<file path="config.mk">
export PLATFORM = sky130hd
export DESIGN_NAME = curve_feature_locator
export DESIGN_NICKNAME = d
export VERILOG_FILES = /design/src/rtl/core/cfl_pkg.sv /design/src/rtl/core/curve_feature_locator.sv /design/src/rtl/core/cfl_ctrl.sv /design/src/rtl/core/cfl_dp.sv
export SDC_FILE = /design/constraint.sdc
export NUM_CORES = 2
export LEC_CHECK = 0
export ABC_CLOCK_PERIOD_IN_PS = 21000
export BUFFER_PORTS_ARGS = -buffer_cell sky130_fd_sc_hd__buf_2
export CAP_MARGIN = 0
export CORE_MARGIN = 1.5
export CORE_UTILIZATION = 45
export CTS_CLUSTER_SIZE = 40
export DETAILED_ROUTE_END_ITERATION = 10
export PLACE_DENSITY = 0.69
export SLEW_MARGIN = 40
export SYNTH_ARGS = -nofsm -noshare
export SYNTH_HDL_FRONTEND = slang
export SYNTH_SLANG_ARGS = --single-unit
</file>
<file path="constraint.sdc">
create_clock -name clock -period 21 [get_ports clock]
set_input_delay 4.2 -clock clock [delete_from_list [all_inputs] [get_ports clock]]
set_output_delay 4.2 -clock clock [all_outputs]
set_load 0.005 [all_outputs]
</file>
<file path="src/rtl/core/cfl_pkg.sv">
package cfl_pkg;

   localparam int SAMPLE_BITS = 32;
   localparam int CNT_BITS    = $clog2(SAMPLE_BITS);

   typedef logic signed [SAMPLE_BITS-1:0] sample_type;
   typedef logic        [SAMPLE_BITS-1:0] mag_type;
   typedef logic [1:0]                    mode_type;

   localparam mode_type MODE_MIN        = 2'd0;
   localparam mode_type MODE_MAX        = 2'd1;
   localparam mode_type MODE_FIRST_ZERO = 2'd2;
   localparam mode_type MODE_LAST_ZERO  = 2'd3;
   localparam mode_type MODE_RESET      = MODE_MAX;

   typedef enum logic [1:0] {
      SIGN_ZERO = 2'd0,
      SIGN_POS  = 2'd1,
      SIGN_NEG  = 2'd2
   } sign_type;

   // earlier sample (a) and later sample (b) around a sign change
   typedef struct packed {
      sample_type xa;
      sample_type ya;
      sample_type xb;
      sample_type yb;
   } pair_type;

   typedef struct packed {
      logic sample;
      logic prep;
      logic mul;
      logic add;
      logic div_step;
      logic fix;
      logic put;
   } cmd_type;

   typedef struct packed {
      logic need_interp;
      logic trivial;
      logic out_free;
   } status_type;

endpackage

</file>
<file path="src/rtl/core/curve_feature_locator.sv">
// Samples within a curve are taken one per cycle; a sample that is not last gives no beat.
// Last sample with no interpolation (extreme modes, zero end sample, no crossing):
// the result goes straight to put. Crossing with equal x or both y zero: prep, then put.
// Other crossings: prep, multiply, add, the one-bit-per-cycle divider, fix, then put.
// After any last sample the input is stalled until the result enters the output register.
// Synchronous active-high reset: mode = maximum, next sample starts a curve, output empty.
module curve_feature_locator
   import cfl_pkg::*;
(
   input  logic       clock,
   input  logic       reset,
   input  logic       csr_write_enable,
   input  mode_type   csr_write_data,
   input  logic       req_valid,
   output logic       req_stall,
   input  sample_type req_x_sample,
   input  sample_type req_y_sample,
   input  logic       req_last_sample,
   output logic       rsp_valid,
   input  logic       rsp_stall,
   output sample_type rsp_position,
   output logic       rsp_found
);

   cmd_type    cmd;
   status_type status;

   cfl_ctrl u_ctrl (
      .clock           (clock),
      .reset           (reset),
      .req_valid       (req_valid),
      .req_last_sample (req_last_sample),
      .status          (status),
      .req_stall       (req_stall),
      .cmd             (cmd)
   );

   cfl_dp u_dp (
      .clock            (clock),
      .reset            (reset),
      .csr_write_enable (csr_write_enable),
      .csr_write_data   (csr_write_data),
      .req_x_sample     (req_x_sample),
      .req_y_sample     (req_y_sample),
      .req_last_sample  (req_last_sample),
      .rsp_stall        (rsp_stall),
      .cmd              (cmd),
      .status           (status),
      .rsp_valid        (rsp_valid),
      .rsp_position     (rsp_position),
      .rsp_found        (rsp_found)
   );

endmodule

</file>
<file path="src/rtl/core/cfl_ctrl.sv">
module cfl_ctrl
   import cfl_pkg::*;
(
   input  logic       clock,
   input  logic       reset,
   input  logic       req_valid,
   input  logic       req_last_sample,
   input  status_type status,
   output logic       req_stall,
   output cmd_type    cmd
);

   typedef enum logic [6:0] {
      ST_IDLE = 7'b0000001,
      ST_PREP = 7'b0000010,
      ST_MUL  = 7'b0000100,
      ST_ADD  = 7'b0001000,
      ST_DIV  = 7'b0010000,
      ST_FIX  = 7'b0100000,
      ST_PUT  = 7'b1000000
   } state_type;

   state_type           state_ff, state_in;
   logic [CNT_BITS-1:0] cnt_ff, cnt_in;

   assign req_stall = (state_ff != ST_IDLE);

   always_comb begin
      state_in = state_ff;
      cnt_in   = cnt_ff;
      cmd      = '0;
      unique case (state_ff)
         ST_IDLE: begin
            if (req_valid) begin
               cmd.sample = 1'b1;
               if (req_last_sample) begin
                  state_in = status.need_interp ? ST_PREP : ST_PUT;
               end
            end
         end
         ST_PREP: begin
            cmd.prep = 1'b1;
            state_in = status.trivial ? ST_PUT : ST_MUL;
         end
         ST_MUL: begin
            cmd.mul  = 1'b1;
            state_in = ST_ADD;
         end
         ST_ADD: begin
            cmd.add  = 1'b1;
            cnt_in   = '0;
            state_in = ST_DIV;
         end
         ST_DIV: begin
            cmd.div_step = 1'b1;
            cnt_in       = cnt_ff + 1'b1;
            if (cnt_ff == CNT_BITS'(SAMPLE_BITS - 1)) begin
               state_in = ST_FIX;
            end
         end
         ST_FIX: begin
            cmd.fix  = 1'b1;
            state_in = ST_PUT;
         end
         ST_PUT: begin
            if (status.out_free) begin
               cmd.put  = 1'b1;
               state_in = ST_IDLE;
            end
         end
         default: begin
            state_in = ST_IDLE;
         end
      endcase
   end

   always_ff @(posedge clock) begin
      if (reset) begin
         state_ff <= ST_IDLE;
         cnt_ff   <= '0;
      end else begin
         state_ff <= state_in;
         cnt_ff   <= cnt_in;
      end
   end

endmodule

</file>
<file path="src/rtl/core/cfl_dp.sv">
module cfl_dp
   import cfl_pkg::*;
(
   input  logic       clock,
   input  logic       reset,
   input  logic       csr_write_enable,
   input  mode_type   csr_write_data,
   input  sample_type req_x_sample,
   input  sample_type req_y_sample,
   input  logic       req_last_sample,
   input  logic       rsp_stall,
   input  cmd_type    cmd,
   output status_type status,
   output logic       rsp_valid,
   output sample_type rsp_position,
   output logic       rsp_found
);

   localparam int W = SAMPLE_BITS;

   mode_type   mode_ff, mode_in;
   logic       first_ff, first_in;
   sample_type best_x_ff, best_x_in, best_y_ff, best_y_in;
   sample_type prev_x_ff, prev_x_in, prev_y_ff, prev_y_in;
   sign_type   start_sign_ff, start_sign_in;
   logic       fc_seen_ff, fc_seen_in;
   pair_type   fc_pair_ff, fc_pair_in;
   logic       rise_valid_ff, rise_valid_in;
   pair_type   rise_pair_ff, rise_pair_in;
   logic       fall_valid_ff, fall_valid_in;
   pair_type   fall_pair_ff, fall_pair_in;

   pair_type   op_ff, op_in;
   mag_type    dx_ff, dx_in, ma_ff, ma_in;
   logic [W:0] den_ff, den_in;
   logic       up_ff, up_in;
   logic [2*W-1:0] prod_ff, prod_in;
   logic [W:0]     rem_ff, rem_in;
   mag_type        quo_ff, quo_in;

   sample_type res_pos_ff, res_pos_in;
   logic       res_found_ff, res_found_in;
   logic       rsp_valid_ff, rsp_valid_in;
   sample_type rsp_position_ff, rsp_position_in;
   logic       rsp_found_ff, rsp_found_in;

   logic y_zero, y_neg, y_pos, p_neg, p_pos, better;
   logic sel_found, sel_interp;
   sample_type sel_pos;
   pair_type   sel_pair;

   sample_type xa, ya, xb, yb;
   mag_type    mb;
   logic [2*W-1:0] sum;
   logic [W+1:0]   shifted, diff;
   logic           ge;

   assign y_zero = (req_y_sample == '0);
   assign y_neg  = req_y_sample[W-1];
   assign y_pos  = !y_zero && !y_neg;
   assign p_neg  = prev_y_ff[W-1];
   assign p_pos  = (prev_y_ff != '0) && !p_neg;

   assign xa = op_ff.xa;
   assign ya = op_ff.ya;
   assign xb = op_ff.xb;
   assign yb = op_ff.yb;

   always_comb begin
      mode_in       = csr_write_enable ? csr_write_data : mode_ff;
      first_in      = first_ff;
      best_x_in     = best_x_ff;
      best_y_in     = best_y_ff;
      prev_x_in     = prev_x_ff;
      prev_y_in     = prev_y_ff;
      start_sign_in = start_sign_ff;
      fc_seen_in    = fc_seen_ff;
      fc_pair_in    = fc_pair_ff;
      rise_valid_in = rise_valid_ff;
      rise_pair_in  = rise_pair_ff;
      fall_valid_in = fall_valid_ff;
      fall_pair_in  = fall_pair_ff;
      better        = 1'b0;

      if (cmd.sample) begin
         if (first_ff) begin
            best_x_in     = req_x_sample;
            best_y_in     = req_y_sample;
            start_sign_in = y_zero ? SIGN_ZERO : (y_neg ? SIGN_NEG : SIGN_POS);
            fc_seen_in    = y_zero;
            if (y_zero) begin
               fc_pair_in = '{req_x_sample, req_y_sample, req_x_sample, req_y_sample};
            end
            rise_valid_in = 1'b0;
            fall_valid_in = 1'b0;
         end else begin
            better = (mode_ff == MODE_MIN) ? (req_y_sample < best_y_ff)
                                           : (best_y_ff < req_y_sample);
            if (better) begin
               best_x_in = req_x_sample;
               best_y_in = req_y_sample;
            end
            if (!fc_seen_ff && ((start_sign_ff == SIGN_POS && !y_pos) ||
                                (start_sign_ff == SIGN_NEG && !y_neg))) begin
               fc_seen_in = 1'b1;
               fc_pair_in = '{prev_x_ff, prev_y_ff, req_x_sample, req_y_sample};
            end
            if (!p_pos && y_pos) begin
               rise_valid_in = 1'b1;
               rise_pair_in  = '{prev_x_ff, prev_y_ff, req_x_sample, req_y_sample};
            end
            if (!p_neg && y_neg) begin
               fall_valid_in = 1'b1;
               fall_pair_in  = '{prev_x_ff, prev_y_ff, req_x_sample, req_y_sample};
            end
         end
         prev_x_in = req_x_sample;
         prev_y_in = req_y_sample;
         first_in  = req_last_sample;
      end
   end

   // result selection at the end of a curve, from the updated trackers
   always_comb begin
      sel_found  = 1'b0;
      sel_interp = 1'b0;
      sel_pos    = '0;
      sel_pair   = fc_pair_in;
      unique case (mode_ff)
         MODE_MIN, MODE_MAX: begin
            sel_found = 1'b1;
            sel_pos   = best_x_in;
         end
         MODE_FIRST_ZERO: begin
            sel_found  = fc_seen_in;
            sel_interp = fc_seen_in;
         end
         MODE_LAST_ZERO: begin
            sel_pair = y_pos ? rise_pair_in : fall_pair_in;
            priority if (y_zero) begin
               sel_found = 1'b1;
               sel_pos   = req_x_sample;
            end else if (y_pos && rise_valid_in) begin
               sel_found  = 1'b1;
               sel_interp = 1'b1;
            end else if (y_neg && fall_valid_in) begin
               sel_found  = 1'b1;
               sel_interp = 1'b1;
            end
         end
         default: begin
            sel_found = 1'b0;
         end
      endcase
   end

   assign mb = yb[W-1] ? mag_type'(~yb + 1'b1) : mag_type'(yb);

   always_comb begin
      op_in        = op_ff;
      dx_in        = dx_ff;
      ma_in        = ma_ff;
      den_in       = den_ff;
      up_in        = up_ff;
      prod_in      = prod_ff;
      rem_in       = rem_ff;
      quo_in       = quo_ff;
      res_pos_in   = res_pos_ff;
      res_found_in = res_found_ff;
      sum          = prod_ff + {{W{1'b0}}, den_ff[W:1]};
      shifted      = {rem_ff, quo_ff[W-1]};
      diff         = shifted - {1'b0, den_ff};
      ge           = (shifted >= {1'b0, den_ff});

      if (cmd.sample && req_last_sample) begin
         op_in        = sel_pair;
         res_found_in = sel_found;
         res_pos_in   = sel_pos;
      end
      if (cmd.prep) begin
         ma_in  = ya[W-1] ? mag_type'(~ya + 1'b1) : mag_type'(ya);
         den_in = {1'b0, ma_in} + {1'b0, mb};
         up_in  = (xa < xb);
         dx_in  = up_in ? mag_type'(xb - xa) : mag_type'(xa - xb);
         if (status.trivial) begin
            res_pos_in   = xb;
            res_found_in = 1'b1;
         end
      end
      if (cmd.mul) begin
         prod_in = {{W{1'b0}}, dx_ff} * {{W{1'b0}}, ma_ff};
      end
      if (cmd.add) begin
         // high half is below the divisor, so the quotient fits W bits
         rem_in = {1'b0, sum[2*W-1:W]};
         quo_in = sum[W-1:0];
      end
      if (cmd.div_step) begin
         rem_in = ge ? diff[W:0] : shifted[W:0];
         quo_in = {quo_ff[W-2:0], ge};
      end
      if (cmd.fix) begin
         res_pos_in   = up_ff ? sample_type'(xa + quo_ff) : sample_type'(xa - quo_ff);
         res_found_in = 1'b1;
      end
   end

   always_comb begin
      status.need_interp = sel_interp;
      status.trivial     = (xa == xb) || ((ya == '0) && (yb == '0));
      status.out_free    = !rsp_valid_ff || !rsp_stall;
   end

   always_comb begin
      rsp_valid_in    = rsp_valid_ff;
      rsp_position_in = rsp_position_ff;
      rsp_found_in    = rsp_found_ff;
      if (cmd.put) begin
         rsp_valid_in    = 1'b1;
         rsp_position_in = res_found_ff ? res_pos_ff : '0;
         rsp_found_in    = res_found_ff;
      end else if (!rsp_stall) begin
         rsp_valid_in = 1'b0;
      end
   end

   always_ff @(posedge clock) begin
      if (reset) begin
         mode_ff       <= MODE_RESET;
         first_ff      <= 1'b1;
         start_sign_ff <= SIGN_ZERO;
         fc_seen_ff    <= 1'b0;
         rise_valid_ff <= 1'b0;
         fall_valid_ff <= 1'b0;
         rsp_valid_ff  <= 1'b0;
      end else begin
         mode_ff       <= mode_in;
         first_ff      <= first_in;
         start_sign_ff <= start_sign_in;
         fc_seen_ff    <= fc_seen_in;
         rise_valid_ff <= rise_valid_in;
         fall_valid_ff <= fall_valid_in;
         rsp_valid_ff  <= rsp_valid_in;
      end
      best_x_ff       <= best_x_in;
      best_y_ff       <= best_y_in;
      prev_x_ff       <= prev_x_in;
      prev_y_ff       <= prev_y_in;
      fc_pair_ff      <= fc_pair_in;
      rise_pair_ff    <= rise_pair_in;
      fall_pair_ff    <= fall_pair_in;
      op_ff           <= op_in;
      dx_ff           <= dx_in;
      ma_ff           <= ma_in;
      den_ff          <= den_in;
      up_ff           <= up_in;
      prod_ff         <= prod_in;
      rem_ff          <= rem_in;
      quo_ff          <= quo_in;
      res_pos_ff      <= res_pos_in;
      res_found_ff    <= res_found_in;
      rsp_position_ff <= rsp_position_in;
      rsp_found_ff    <= rsp_found_in;
   end

   assign rsp_valid    = rsp_valid_ff;
   assign rsp_position = rsp_position_ff;
   assign rsp_found    = rsp_found_ff;

endmodule
</file>
==> flow_metrics.env <==
export IMPL_status="finished, final reports clean"
export IMPL_drt_total_wl_um=235000
export IMPL_die_area_um2=181000
export IMPL_ys_flop_type="edfxtp_1"
export IMPL_netlist_area_um2=80500
export IMPL_detail_route_wl_per_cell_um=21.6
export IMPL_reg2reg_from="u_dp.dx_ff[12]"
export IMPL_max_freq_mhz=113
export IMPL_clockBufferDepth=3
export IMPL_cp_start_kind="register"
export IMPL_period_minus_slack_ps=8880
export IMPL_start_util_pct=45.2
export IMPL_report_final_setup_viol=0
export IMPL_hold_path_cell_count=2
export IMPL_r2r_end="u_dp.prod_ff[62]"
export IMPL_layout_area_seq_um2=23900
export IMPL_worstSetupPathType="register to register"
export IMPL_clock_latency_ps=710
export IMPL_synth_nets=10092
export IMPL_io_buffers=106
export IMPL_synth_most_common_cell="nand2_1"
export IMPL_multi_input_area_um2=50700
export IMPL_cts_tree="yes"
export IMPL_yosys_top_cells_area="fa_1 (22%), edfxtp_1 (18%), dfxtp_1 (12%), ha_1 (7.6%), nand2_1 (7.1%)"
export IMPL_r2r_setup_slack_ps=12120
export IMPL_path_clk_slew_ps=60
export IMPL_path_max_fanout=32
export IMPL_num_vias=61740
export IMPL_holdWs_ps=435
export IMPL_fin_worst_skew_ps=45.4
export IMPL_htreeDepth=3
export IMPL_root_buffer="clkbuf_16"
export IMPL_dp_hpwl_um=169000
export IMPL_p_leak_uw=0.0390
export IMPL_rsz0062_at_grt="no"
export IMPL_synth_top_cells_by_count="nand2_1 (1,515), inv_1 (1,103), fa_1 (902)"
export IMPL_synth_top_area_share_pct=22.4
export IMPL_max_cap_violations=0
export IMPL_drc=0
export IMPL_synthCells=8627
export IMPL_synth_warnings=0
export IMPL_min_from="u_dp.rise_pair_ff[30]"
export IMPL_post_dp_cell_area_um2=83100
export IMPL_vdd_drop_max_mv=0.0882
export IMPL_synth_seq_cells=954
export IMPL_grt_pass1_wl_um=366000
export IMPL_die_y_um=426
export IMPL_hold_viol_final=0
export IMPL_grt_util_all_layers_pct=26.1
export IMPL_p_per_area_nw_per_um2=78.8
export IMPL_synth_largest_area_cell="fa_1"
export IMPL_holdBufCountCts=0
export IMPL_die_w_um=426
export IMPL_drv_slew=0
export IMPL_grt_ovfl_total=0
export IMPL_crit_required_ps=21420
export IMPL_drtPass1Iterations=6
export IMPL_post_route_period_util_pct=42.3
export IMPL_drive_gt1_share_pct=5.12
export IMPL_ctsResizeCount=0
export IMPL_post_cts_buffers=0
export IMPL_cts_sinks=954
export IMPL_synthArstFlopShare_pct=0
export IMPL_tns_ps=0
export IMPL_grt_pass1_vias=62880
export IMPL_synth_edff_count=484
export IMPL_worst_r2r_cell_count=26
export IMPL_hp_class="register to register"
export IMPL_ant_nets=0
export IMPL_drt_iter0_drc=5747
export IMPL_final_area_um2=86300
export IMPL_holdPathEnd="u_dp.rise_pair_ff[30]"
export IMPL_rows=155
export IMPL_synthDistinctLibCells=91
export IMPL_cts_made_buffers=91
export IMPL_gp_congestion=0.972
export IMPL_syn_avg_cell_area_um2=9.33
export IMPL_ys_seq_area_share_pct=29.8
export IMPL_boundaryPins=107
export IMPL_core_region_area_um2=178000
export IMPL_fill_cells=16373
export IMPL_worstMarginPinSlew_ps=904
export IMPL_worstPathArrival_ps=9300
export IMPL_syn2layout_area_growth_pct=7.24
export IMPL_nets=9949
export IMPL_crit_path_end_kind="register"
export IMPL_viasPerCell=5.66
export IMPL_antenna_found_initial=6
export IMPL_slew_limit_headroom_pct=39.7
export IMPL_final_core_utilization_pct=48.5
export IMPL_grt_max_degree=97
worst max path at each step:
stage / depth (start not counted) / endpoint / start / slack (ps)
after floorplan: 4 / u_dp.xa[0] / req_last_sample / 11980
after global routing: 26 / u_dp.prod_ff[62] / u_dp.dx_ff[13] / 11850
after detailed placement: 26 / u_dp.prod_ff[62] / u_dp.ma_ff[5] / 12180
after CTS: 26 / u_dp.prod_ff[62] / u_dp.ma_ff[5] / 12150
after global placement: 10 / u_dp.xa[12] / req_y_sample[16] / 11790
final: 26 / u_dp.prod_ff[62] / u_dp.dx_ff[12] / 12120
cell usage in the layout (no fill, tap or decap), drive strengths merged, types with 46 or more instances in the layout:
cell,synthesis,layout
a21o,117,117
fa,902,902
a21oi,330,330
o21ai,425,425
o21bai,46,46
xor2,129,129
nand2,1515,1515
edfxtp,484,484
clkbuf,362,113
nand4,48,48
inv,1104,1111
nor3,63,63
buf,86,212
nor2,244,244
a211oi,65,65
a22o,97,97
dfxtp,470,470
xnor2,189,189
nand3,194,194
ha,491,491
o211ai,68,68
and2,644,644
state kept, by name (all words and copies together) (netlist names), 33 cells and up:
| name | count |
|---|---|
| u_dp.fc_pair_ff | 128 |
| u_dp.den_ff | 33 |
| u_dp.prod_ff | 64 |
| u_dp.fall_pair_ff | 128 |
| u_dp.rem_ff | 33 |
| u_dp.rise_pair_ff | 128 |
logic make-up (layout without fill, tap and decap cells):
family                     after synthesis  in the layout  synth area share [%]
xor gates and xnor gates               318            318                  3.46
AOI/OAI and AO/OA                     1442           1442                  11.6
DFF                                    954            954                  29.8
muxes                                   51             51                 0.746
adders and majority gates             1393           1393                  30.1
and+or+nand+nor                       2914           2914                  16.9
buffers and inverters                 1555           1487                  7.39
other                                    0              3                     0
power by group:
group,switching (uW),internal (uW)
logic,1360,882
registers,249,2550
clock network,762,991
cell type report:
type	instances	area share (%)
antenna	3	0.00870
clock buffer	113	2.90
clock inverter	55	0.780
inverter	1107	4.83
multi-input combinational	6118	58.7
sequential	954	27.7
tap	2355	3.41
timing repair buffer	212	1.62
stage by stage:
stage / worst slack [ps] / total power [uW] / instances
finish: 12120 / 6800 / 10917
global route: 11850 / 7180 / 10914
CTS: 12150 / 6780 / 10912
detailed placement: 12180 / 5010 / 10744
global placement: 11790 / 4950 / 10740
floorplan: 11980 / 4340 / 8627
worst max-delay path, stage by stage, from the launching register on:
cell and delay (ps):
edfxtp_1 320, buf_4 410, and2_1 230, fa_1 450, fa_1 510, fa_1 530, inv_1 50, fa_1 470
inv_1 50, fa_1 500, inv_1 60, fa_1 530, inv_1 60, fa_1 390, fa_1 540, ha_1 500
a21o_1 220, nor2_1 60, a22oi_1 230, nor3b_1 530, a211oi_1 210, o31ai_1 410, a21oi_1 170, o21ai_0 540
nor3b_1 330, a21oi_1 120, xnor2_1 130
layer usage:
metal	part of all wire, %	wire length, um	vias up	track usage [%]
met2	46	109000	2462	42.3
met4	4.0	9330	4	9.92
met5	0.012	28	-	0
met3	7.3	17300	448	3.53
li1	-	-	27962	-
met1	42	99900	30864	35.4
Note: power is estimated with default switching activity, not from simulation.
